$ cat config.mk
export PLATFORM = sky130hd
export DESIGN_NAME = murmur2_hash32_stream
export DESIGN_NICKNAME = d
export VERILOG_FILES = /design/src/sv/mh2_pkg.sv /design/src/sv/mh2_front.sv /design/src/sv/mh2_queue.sv /design/src/sv/mh2_back.sv /design/src/sv/murmur2_hash32_stream.sv
export SDC_FILE = /design/constraint.sdc
export NUM_CORES = 2
export LEC_CHECK = 0
export BUFFER_PORTS_ARGS = -buffer_cell sky130_fd_sc_hd__buf_2
export CAP_MARGIN = 20
export CORE_UTILIZATION = 62
export CTS_CLUSTER_DIAMETER = 50
export DETAILED_ROUTE_END_ITERATION = 8
export PLACE_DENSITY = 0.85
export SETUP_SLACK_MARGIN = 0.1
export SLEW_MARGIN = 20
export SYNTH_ARGS = -nofsm -noshare
export SYNTH_HDL_FRONTEND = slang
export SYNTH_SLANG_ARGS = --single-unit
$ cat constraint.sdc
create_clock -name clk_i -period 12.97 [get_ports clk_i]
set_input_delay 1.297 -clock clk_i [delete_from_list [all_inputs] [get_ports clk_i]]
set_output_delay 1.297 -clock clk_i [all_outputs]
set_load 0.01 [all_outputs]
$ cat src/sv/mh2_pkg.sv
// Shared types, constants and arithmetic helpers for the MurmurHash2 stream block.
// Used by mh2_front, mh2_queue, mh2_back and murmur2_hash32_stream; depends on nothing.
`default_nettype none

package mh2_pkg;

  // Mixing and finalization constants
  localparam logic [31:0] MixMul    = 32'h5bd1e995;
  localparam int unsigned MixShift  = 24;
  localparam logic [31:0] Seed      = 32'd97;
  localparam int unsigned FinShiftA = 13;
  localparam int unsigned FinShiftB = 15;
  localparam logic [2:0]  FullBytes = 3'd4;

  // Default depth of the queue between front and back
  localparam int unsigned QueueDepth = 4;

  // What the back end does with one item
  typedef enum logic [1:0] {
    OP_NONE,
    OP_FULL,
    OP_TAIL
  } op_e;

  // One classified item as it travels from front to back
  typedef struct packed {
    logic [31:0] value;  // mixed key (full word) or masked tail bytes
    logic [31:0] seed;   // seed XOR total length, used on a first item
    op_e         op;
    logic        first;
    logic        last;
  } mh2_op_t;

  // Low 32 bits of a 32x32 product
  function automatic logic [31:0] mul32(input logic [31:0] a, input logic [31:0] b);
    logic [63:0] prod;
    prod = a * b;
    return prod[31:0];
  endfunction

  // Mask that keeps the valid low bytes of a tail word
  function automatic logic [31:0] tail_mask(input logic [2:0] cnt);
    logic [31:0] mask;
    unique case (cnt)
      3'd1:    mask = 32'h0000_00ff;
      3'd2:    mask = 32'h0000_ffff;
      3'd3:    mask = 32'h00ff_ffff;
      default: mask = 32'hffff_ffff;
    endcase
    return mask;
  endfunction

endpackage

`default_nettype wire

$ cat src/sv/mh2_front.sv
// Front end: accepts input items, classifies them and mixes full-word keys
// in two multiply stages. Depends on mh2_pkg; feeds mh2_queue.
`default_nettype none

module mh2_front (
  input  wire logic             clk_i,
  input  wire logic             rst_ni,
  input  wire logic             in_valid_i,
  output logic                  in_stall_o,
  input  wire logic [31:0]      data_word_i,
  input  wire logic [2:0]       byte_count_i,
  input  wire logic             first_item_i,
  input  wire logic             last_item_i,
  input  wire logic [31:0]      total_length_i,
  output logic                  push_o,
  output mh2_pkg::mh2_op_t      push_op_o,
  input  wire logic             q_full_i
);

  logic             s1_valid_q;
  logic             s2_valid_q;
  mh2_pkg::mh2_op_t s1_op_q;
  mh2_pkg::mh2_op_t s2_op_q;
  mh2_pkg::mh2_op_t in_op;
  mh2_pkg::mh2_op_t s2_next;
  logic             s1_adv;
  logic             s2_adv;
  logic             in_take;

  // Advance each stage when the one ahead has room
  assign s2_adv     = !q_full_i;
  assign s1_adv     = !s2_valid_q || s2_adv;
  assign in_stall_o = s1_valid_q && !s1_adv;
  assign in_take    = in_valid_i && !in_stall_o;

  // Classify the item and take the first key multiply
  always_comb begin
    in_op       = '0;
    in_op.seed  = mh2_pkg::Seed ^ total_length_i;
    in_op.first = first_item_i;
    in_op.last  = last_item_i;
    priority if (byte_count_i >= mh2_pkg::FullBytes) begin
      in_op.op    = mh2_pkg::OP_FULL;
      in_op.value = mh2_pkg::mul32(data_word_i, mh2_pkg::MixMul);
    end else if (byte_count_i != 3'd0) begin
      in_op.op    = mh2_pkg::OP_TAIL;
      in_op.value = data_word_i & mh2_pkg::tail_mask(byte_count_i);
    end else begin
      in_op.op    = mh2_pkg::OP_NONE;
      in_op.value = data_word_i;
    end
  end

  // Finish the key mix: fold the top byte down, multiply again
  always_comb begin
    s2_next = s1_op_q;
    if (s1_op_q.op == mh2_pkg::OP_FULL) begin
      s2_next.value = mh2_pkg::mul32(s1_op_q.value ^ (s1_op_q.value >> mh2_pkg::MixShift),
                                     mh2_pkg::MixMul);
    end
  end

  // Stage valid bits
  always_ff @(posedge clk_i or negedge rst_ni) begin
    if (!rst_ni) begin
      s1_valid_q <= 1'b0;
      s2_valid_q <= 1'b0;
    end else begin
      if (s1_adv || !s1_valid_q) begin
        s1_valid_q <= in_take;
      end
      if (s2_adv || !s2_valid_q) begin
        s2_valid_q <= s1_valid_q;
      end
    end
  end

  // Stage payloads
  always_ff @(posedge clk_i) begin
    if (in_take) begin
      s1_op_q <= in_op;
    end
    if (s1_valid_q && s1_adv) begin
      s2_op_q <= s2_next;
    end
  end

  assign push_o    = s2_valid_q && !q_full_i;
  assign push_op_o = s2_op_q;

`ifndef SYNTHESIS
  a_s2_from_s1: assert property (@(posedge clk_i) disable iff (!rst_ni)
    $rose(s2_valid_q) |-> $past(s1_valid_q))
    else $error("stage 2 filled without stage 1 holding an item");
  a_hold_when_full: assert property (@(posedge clk_i) disable iff (!rst_ni)
    (s2_valid_q && q_full_i) |=> s2_valid_q && $stable(s2_op_q))
    else $error("stage 2 item lost while queue full");
  a_stall_only_busy: assert property (@(posedge clk_i) disable iff (!rst_ni)
    in_stall_o |-> s1_valid_q && s2_valid_q && q_full_i)
    else $error("input stalled with room in the pipeline");
`endif

endmodule

`default_nettype wire

$ cat src/sv/mh2_queue.sv
// Short register queue between front and back ends.
// Depends on mh2_pkg for the entry type.
`default_nettype none

module mh2_queue #(
  parameter int unsigned Depth = mh2_pkg::QueueDepth
) (
  input  wire logic             clk_i,
  input  wire logic             rst_ni,
  input  wire logic             push_i,
  input  wire mh2_pkg::mh2_op_t push_op_i,
  output logic                  full_o,
  input  wire logic             pop_i,
  output mh2_pkg::mh2_op_t      head_op_o,
  output logic                  empty_o
);

  localparam int unsigned PtrW = (Depth > 1) ? $clog2(Depth) : 1;
  localparam int unsigned CntW = $clog2(Depth + 1);

  mh2_pkg::mh2_op_t  mem_q [Depth];
  logic [PtrW-1:0]   wr_ptr_q;
  logic [PtrW-1:0]   rd_ptr_q;
  logic [CntW-1:0]   count_q;

  assign full_o    = (count_q == CntW'(Depth));
  assign empty_o   = (count_q == '0);
  assign head_op_o = mem_q[rd_ptr_q];

  // Pointers and fill count
  always_ff @(posedge clk_i or negedge rst_ni) begin
    if (!rst_ni) begin
      wr_ptr_q <= '0;
      rd_ptr_q <= '0;
      count_q  <= '0;
    end else begin
      if (push_i) begin
        wr_ptr_q <= (wr_ptr_q == PtrW'(Depth - 1)) ? '0 : wr_ptr_q + 1'b1;
      end
      if (pop_i) begin
        rd_ptr_q <= (rd_ptr_q == PtrW'(Depth - 1)) ? '0 : rd_ptr_q + 1'b1;
      end
      count_q <= count_q + CntW'(push_i) - CntW'(pop_i);
    end
  end

  // Entry storage
  always_ff @(posedge clk_i) begin
    if (push_i) begin
      mem_q[wr_ptr_q] <= push_op_i;
    end
  end

`ifndef SYNTHESIS
  a_no_overflow: assert property (@(posedge clk_i) disable iff (!rst_ni)
    !(push_i && full_o))
    else $error("push into full queue");
  a_no_underflow: assert property (@(posedge clk_i) disable iff (!rst_ni)
    !(pop_i && empty_o))
    else $error("pop from empty queue");
  a_count_track: assert property (@(posedge clk_i) disable iff (!rst_ni)
    (push_i && !pop_i) |=> count_q == $past(count_q) + 1'b1)
    else $error("fill count did not follow a push");
`endif

endmodule

`default_nettype wire

$ cat src/sv/mh2_back.sv
// Back end: folds classified items into the running hash, finalizes on the
// last item and holds the result in an output register. Depends on mh2_pkg.
`default_nettype none

module mh2_back (
  input  wire logic             clk_i,
  input  wire logic             rst_ni,
  input  wire mh2_pkg::mh2_op_t head_op_i,
  input  wire logic             q_empty_i,
  output logic                  pop_o,
  output logic                  out_valid_o,
  input  wire logic             out_stall_i,
  output logic [31:0]           hash_value_o
);

  typedef enum logic [1:0] {
    ST_TAKE,
    ST_FIN,
    ST_EMIT
  } state_e;

  state_e      state_q;
  logic [31:0] hash_q;
  logic [31:0] fin_q;
  logic [31:0] out_hash_q;
  logic        out_valid_q;
  logic [31:0] base;
  logic [31:0] mul_in;
  logic [31:0] prod;
  logic [31:0] mix_hash;
  logic [31:0] fin_in;
  logic        out_free;

  assign pop_o    = (state_q == ST_TAKE) && !q_empty_i;
  assign out_free = !out_valid_q || !out_stall_i;

  // One shared multiplier serves both full-word and tail updates
  always_comb begin
    base   = head_op_i.first ? head_op_i.seed : hash_q;
    mul_in = (head_op_i.op == mh2_pkg::OP_FULL) ? base : (base ^ head_op_i.value);
    prod   = mh2_pkg::mul32(mul_in, mh2_pkg::MixMul);
    unique case (head_op_i.op)
      mh2_pkg::OP_FULL: mix_hash = prod ^ head_op_i.value;
      mh2_pkg::OP_TAIL: mix_hash = prod;
      default:          mix_hash = base;
    endcase
  end

  assign fin_in = hash_q ^ (hash_q >> mh2_pkg::FinShiftA);

  // Sequencer, running hash and output register
  always_ff @(posedge clk_i or negedge rst_ni) begin
    if (!rst_ni) begin
      state_q     <= ST_TAKE;
      hash_q      <= '0;
      fin_q       <= '0;
      out_hash_q  <= '0;
      out_valid_q <= 1'b0;
    end else begin
      // Drop the result once taken; the emit step reloads it itself
      if (out_valid_q && !out_stall_i && state_q != ST_EMIT) begin
        out_valid_q <= 1'b0;
      end
      unique case (state_q)
        ST_TAKE: begin
          if (!q_empty_i) begin
            hash_q <= mix_hash;
            if (head_op_i.last) begin
              state_q <= ST_FIN;
            end
          end
        end
        ST_FIN: begin
          fin_q   <= mh2_pkg::mul32(fin_in, mh2_pkg::MixMul);
          state_q <= ST_EMIT;
        end
        ST_EMIT: begin
          if (out_free) begin
            out_hash_q  <= fin_q ^ (fin_q >> mh2_pkg::FinShiftB);
            out_valid_q <= 1'b1;
            state_q     <= ST_TAKE;
          end
        end
        default: state_q <= ST_TAKE;
      endcase
    end
  end

  assign out_valid_o  = out_valid_q;
  assign hash_value_o = out_hash_q;

`ifndef SYNTHESIS
  a_fin_after_take: assert property (@(posedge clk_i) disable iff (!rst_ni)
    (state_q == ST_FIN) |=> state_q == ST_EMIT)
    else $error("finalize step did not move to emit");
  a_emit_from_fin: assert property (@(posedge clk_i) disable iff (!rst_ni)
    (state_q == ST_EMIT && $past(state_q) != ST_EMIT) |-> $past(state_q) == ST_FIN)
    else $error("emit entered without finalize");
  a_result_from_emit: assert property (@(posedge clk_i) disable iff (!rst_ni)
    $rose(out_valid_q) |-> $past(state_q) == ST_EMIT)
    else $error("result raised outside emit");
`endif

endmodule

`default_nettype wire

$ cat src/sv/murmur2_hash32_stream.sv
// Top level of the streaming 32-bit MurmurHash2 block (seed 97).
// Instantiates mh2_front, mh2_queue and mh2_back; depends on mh2_pkg.
//
// Usage:
//   Input channel (in_valid_i / in_stall_o) takes one little-endian word per
//   item with its byte count and first/last marks; total_length_i counts on a
//   first item. Output channel (out_valid_o / out_stall_i) gives one finalized
//   hash per last item.
//   Once accepted, a last item passes through the second key-mix stage, the
//   queue write, the hash update, the finalize multiply and the output load
//   before its hash shows.
//   Throughput: the back end folds one item per cycle; a last item holds it
//   through the update, finalize multiply and output load steps, or longer
//   while the output register is still full. The front end and the queue keep
//   taking items meanwhile, so the input stalls only once the queue is full.
//   Reset clears the running hash to zero and empties the pipeline and queue.
//   When the receiver stalls, the result holds in the output register, the
//   back end waits at its emit step and the queue fills behind it.
`default_nettype none

module murmur2_hash32_stream #(
  parameter int unsigned QueueDepth = mh2_pkg::QueueDepth
) (
  input  wire logic        clk_i,
  input  wire logic        rst_ni,
  input  wire logic        in_valid_i,
  output logic             in_stall_o,
  input  wire logic [31:0] data_word_i,
  input  wire logic [2:0]  byte_count_i,
  input  wire logic        first_item_i,
  input  wire logic        last_item_i,
  input  wire logic [31:0] total_length_i,
  output logic             out_valid_o,
  input  wire logic        out_stall_i,
  output logic [31:0]      hash_value_o
);

  mh2_pkg::mh2_op_t push_op;
  mh2_pkg::mh2_op_t head_op;
  logic             push;
  logic             pop;
  logic             q_full;
  logic             q_empty;

  // Accept and classify
  mh2_front u_front (
    .clk_i          (clk_i),
    .rst_ni         (rst_ni),
    .in_valid_i     (in_valid_i),
    .in_stall_o     (in_stall_o),
    .data_word_i    (data_word_i),
    .byte_count_i   (byte_count_i),
    .first_item_i   (first_item_i),
    .last_item_i    (last_item_i),
    .total_length_i (total_length_i),
    .push_o         (push),
    .push_op_o      (push_op),
    .q_full_i       (q_full)
  );

  // Decouple front and back
  mh2_queue #(
    .Depth (QueueDepth)
  ) u_queue (
    .clk_i     (clk_i),
    .rst_ni    (rst_ni),
    .push_i    (push),
    .push_op_i (push_op),
    .full_o    (q_full),
    .pop_i     (pop),
    .head_op_o (head_op),
    .empty_o   (q_empty)
  );

  // Fold, finalize and emit
  mh2_back u_back (
    .clk_i        (clk_i),
    .rst_ni       (rst_ni),
    .head_op_i    (head_op),
    .q_empty_i    (q_empty),
    .pop_o        (pop),
    .out_valid_o  (out_valid_o),
    .out_stall_i  (out_stall_i),
    .hash_value_o (hash_value_o)
  );

endmodule

`default_nettype wire
==> results.ini <==
[clocking]
path_clk_slew_ns = 0.06
clk_path_buf_depth = 3
cts_tree = built
cts_hold_buf = 0
cts_made_buffers = 56
post_cts_resized = 0
cts_root_buf = clkbuf_16
post_cts.repair.setup_buffers = 0
clk_latency_ns = 0.64
clock_sinks = 516
cts_max_level = 2

[final_layout]
finalNetCount = 6633
area_growth_pct = 7.32
final_layout_size_suffix_gt1_share_pct = 7.65
multi_input_area_mm2 = 0.0354
seq_area_mm2 = 0.0150
fill_cells = 6301

[sta]
fin_setup_tns_ns = 0
setup_violations = 0
rsz0062_at_grt = no
final.setup_skew_ns = 0.0306
post-route-min-period_ns = 10.83
finalHoldViolations = 0
fmax_ghz = 0.0924
final-max-slew-violation-count = 0
fin_crit_sh_pct = 83.5
tightest_slew_ns = 1.08
relSlewSlack_pct = 27.8

[drt]
viasPerCell = 5.72
drt_iter0_markers = 2595
drc_errors = 0
wire_per_inst_um = 22.1
ant_nets = 0
drtPass1Iterations = 5
vias = 35500
routed_wl_um = 137000

[floorplanning]
core_mm2 = 0.0886
ioPinCount = 107
start_util_pct = 62.7
die_y_um = 301
num_rows = 109
die_area_mm2 = 0.0909
die_x_um = 301

[setup_path]
end_kind = flip-flop
path_class = reg2reg
slowest_stage = dfrtp_4
worst-path-buf-inv = 9
worstSetupStartpointType = flip-flop
r2r-start = u_queue.rd_ptr_q[0]$_DFFE_PN0P_
crit_path_max_fanout = 44
worstPathRequired_ns = 13.47
r2r_end = u_back.hash_q[30]$_DFFE_PN0P_
cp_top_family = adder cells
crit_arrival_ns = 11.33
rr_worst_depth = 33
slowest_delay_ns = 0.99
cp_common_cell = inv_1
regToRegSetupSlack_ns = 2.14

[yosys]
yosysMostFrequentCell = inv_1
yosysTopAreaCell = fa_1
synthTopCellsByArea = fa_1 26%, edfxtp_1 22%, ha_1 19%
synth_ff_type = edfxtp_1
synth_seq_cells = 516
synth-edff-count = 408
postSynthCellCount = 4838
synth_warnings = 0
syn_area_mm2 = 0.0556
yosysUniqueCellTypes = 74
yosysTopAreaCellShare_pct = 25.8
synth_nets = 6487
synth_top_cells_by_count = 1334 x inv_1, 861 x ha_1, 715 x fa_1, 408 x edfxtp_1, 210 x xnor2_1
ys_seq_area_share_pct = 26.9
async_reset_ff_share_pct = 20.9
avgSynthCellArea_um2 = 11.5

[placement]
globalplace.congestion = 0.972
port_buffers = 106
place_hpwl_um = 107000

[global_route]
globalRoute.totalOverflow = 0
grt.total_usage_pct = 31.3
grt_pass1_wl_um = 215000
grt_pass1_vias = 38600
antenna_found_initial = 4
grt_max_degree = 72

[min_path]
min_path_cells = 0
hp-start = u_front.s1_op_q[20]$_DFFE_PP_
holdPathEnd = u_front.push_op_o[20]$_DFFE_PP_
hold_class = reg2reg

[job]
drv_cap = 0

[outcome]
status = finished clean

flip-flops by register name, indices dropped and copies added, names as in the netlist:
register,cells
u_back.state_q,2
u_queue.mem_q,272
u_front.push_op_o,68
u_front.s1_op_q,68
u_queue.wr_ptr_q,2
u_back.fin_q,32
u_queue.rd_ptr_q,2
u_back.hash_value_o,32
u_front.s2_valid_q,1
u_front.s1_valid_q,1
u_back.hash_q,32
u_back.out_valid_o,1
u_queue.count_q,3
through the flow:
stage | hold slack [ns] | std cells | setup WS [ns] | instance area [µm²] | utilization, %
after floorplan | 0.400 | 4838 | 2.10 | 55600 | -
after CTS | 0.414 | 6196 | 2.22 | 59600 | 67.3
after global placement | 0.403 | 6091 | 2.43 | 57700 | 65.1
after detailed placement | 0.405 | 6091 | 2.31 | 57700 | 65.1
final | 0.405 | 6199 | 2.14 | 59700 | 67.3
after global routing | 0.425 | 6198 | 1.70 | 59700 | 67.3
worst max-delay path by stage:
stage	startpoint	depth (start not counted)	slack (ns)	end
after CTS	u_queue.rd_ptr_q[0]$_DFFE_PN0P_	33	2.22	u_back.hash_q[30]$_DFFE_PN0P_
after detailed placement	u_queue.rd_ptr_q[0]$_DFFE_PN0P_	33	2.31	u_back.hash_q[30]$_DFFE_PN0P_
final	u_queue.rd_ptr_q[0]$_DFFE_PN0P_	33	2.14	u_back.hash_q[30]$_DFFE_PN0P_
after floorplan	u_queue.rd_ptr_q[0]$_DFFE_PN0P_	41	2.10	u_back.hash_q[30]$_DFFE_PN0P_
after global placement	u_queue.rd_ptr_q[0]$_DFFE_PN0P_	33	2.43	u_back.hash_q[30]$_DFFE_PN0P_
after global routing	u_queue.rd_ptr_q[0]$_DFFE_PN0P_	33	1.70	u_back.hash_q[30]$_DFFE_PN0P_
metal layers:
layer	routed length, µm	global-route usage [%]	up-vias
li1	-	-	15800
met1	52600	40.0	17800
met2	67600	53.5	1473
met3	9670	4.15	407
met4	7260	14.0	0
met5	0	0	-
placed cells by master, fill, tap and decap left out, types with 30 or more instances in the layout:
cell type / netlist / routed
mux2i_1: 31 / 31
edfxtp_1: 408 / 408
o21ai_0: 136 / 136
buf_4: 2 / 55
a21oi_1: 79 / 79
xnor2_1: 210 / 210
nand2_1: 179 / 179
xor2_1: 146 / 143
a22o_1: 30 / 30
clkbuf_16: 0 / 56
nor2_1: 69 / 69
a21o_1: 58 / 58
ha_1: 861 / 860
fa_1: 715 / 715
dfrtp_1: 108 / 106
buf_2: 11 / 105
inv_1: 1334 / 1334
mux4_2: 68 / 68
cells by family (layout without fill, tap and decap cells):
family	after synthesis	count (layout)	share of synthesized area, %
flip-flops	516	516	26.9
adder cells (fa/ha/maj)	1580	1580	45.2
buffers and inverters	1406	1599	9.57
multiplexers	126	126	3.91
AND/OR/NAND/NOR	392	392	3.24
XOR/XNOR	362	362	5.79
other	0	3	0
AO/OA/AOI/OAI	456	456	5.39
final cells by class:
type                            instances  area share, %
Multi-Input combinational cell       2916           59.3
Inverter                             1334           8.39
Clock buffer                           61           2.38
Antenna cell                            3         0.0126
Sequential cell                       516           25.1
Clock inverter                         44          0.837
Tap cell                             1165           2.44
Timing Repair Buffer                  160           1.57
Power is not shown: default switching activity piles up to over one toggle a cycle in this logic, so the estimate is an artifact.
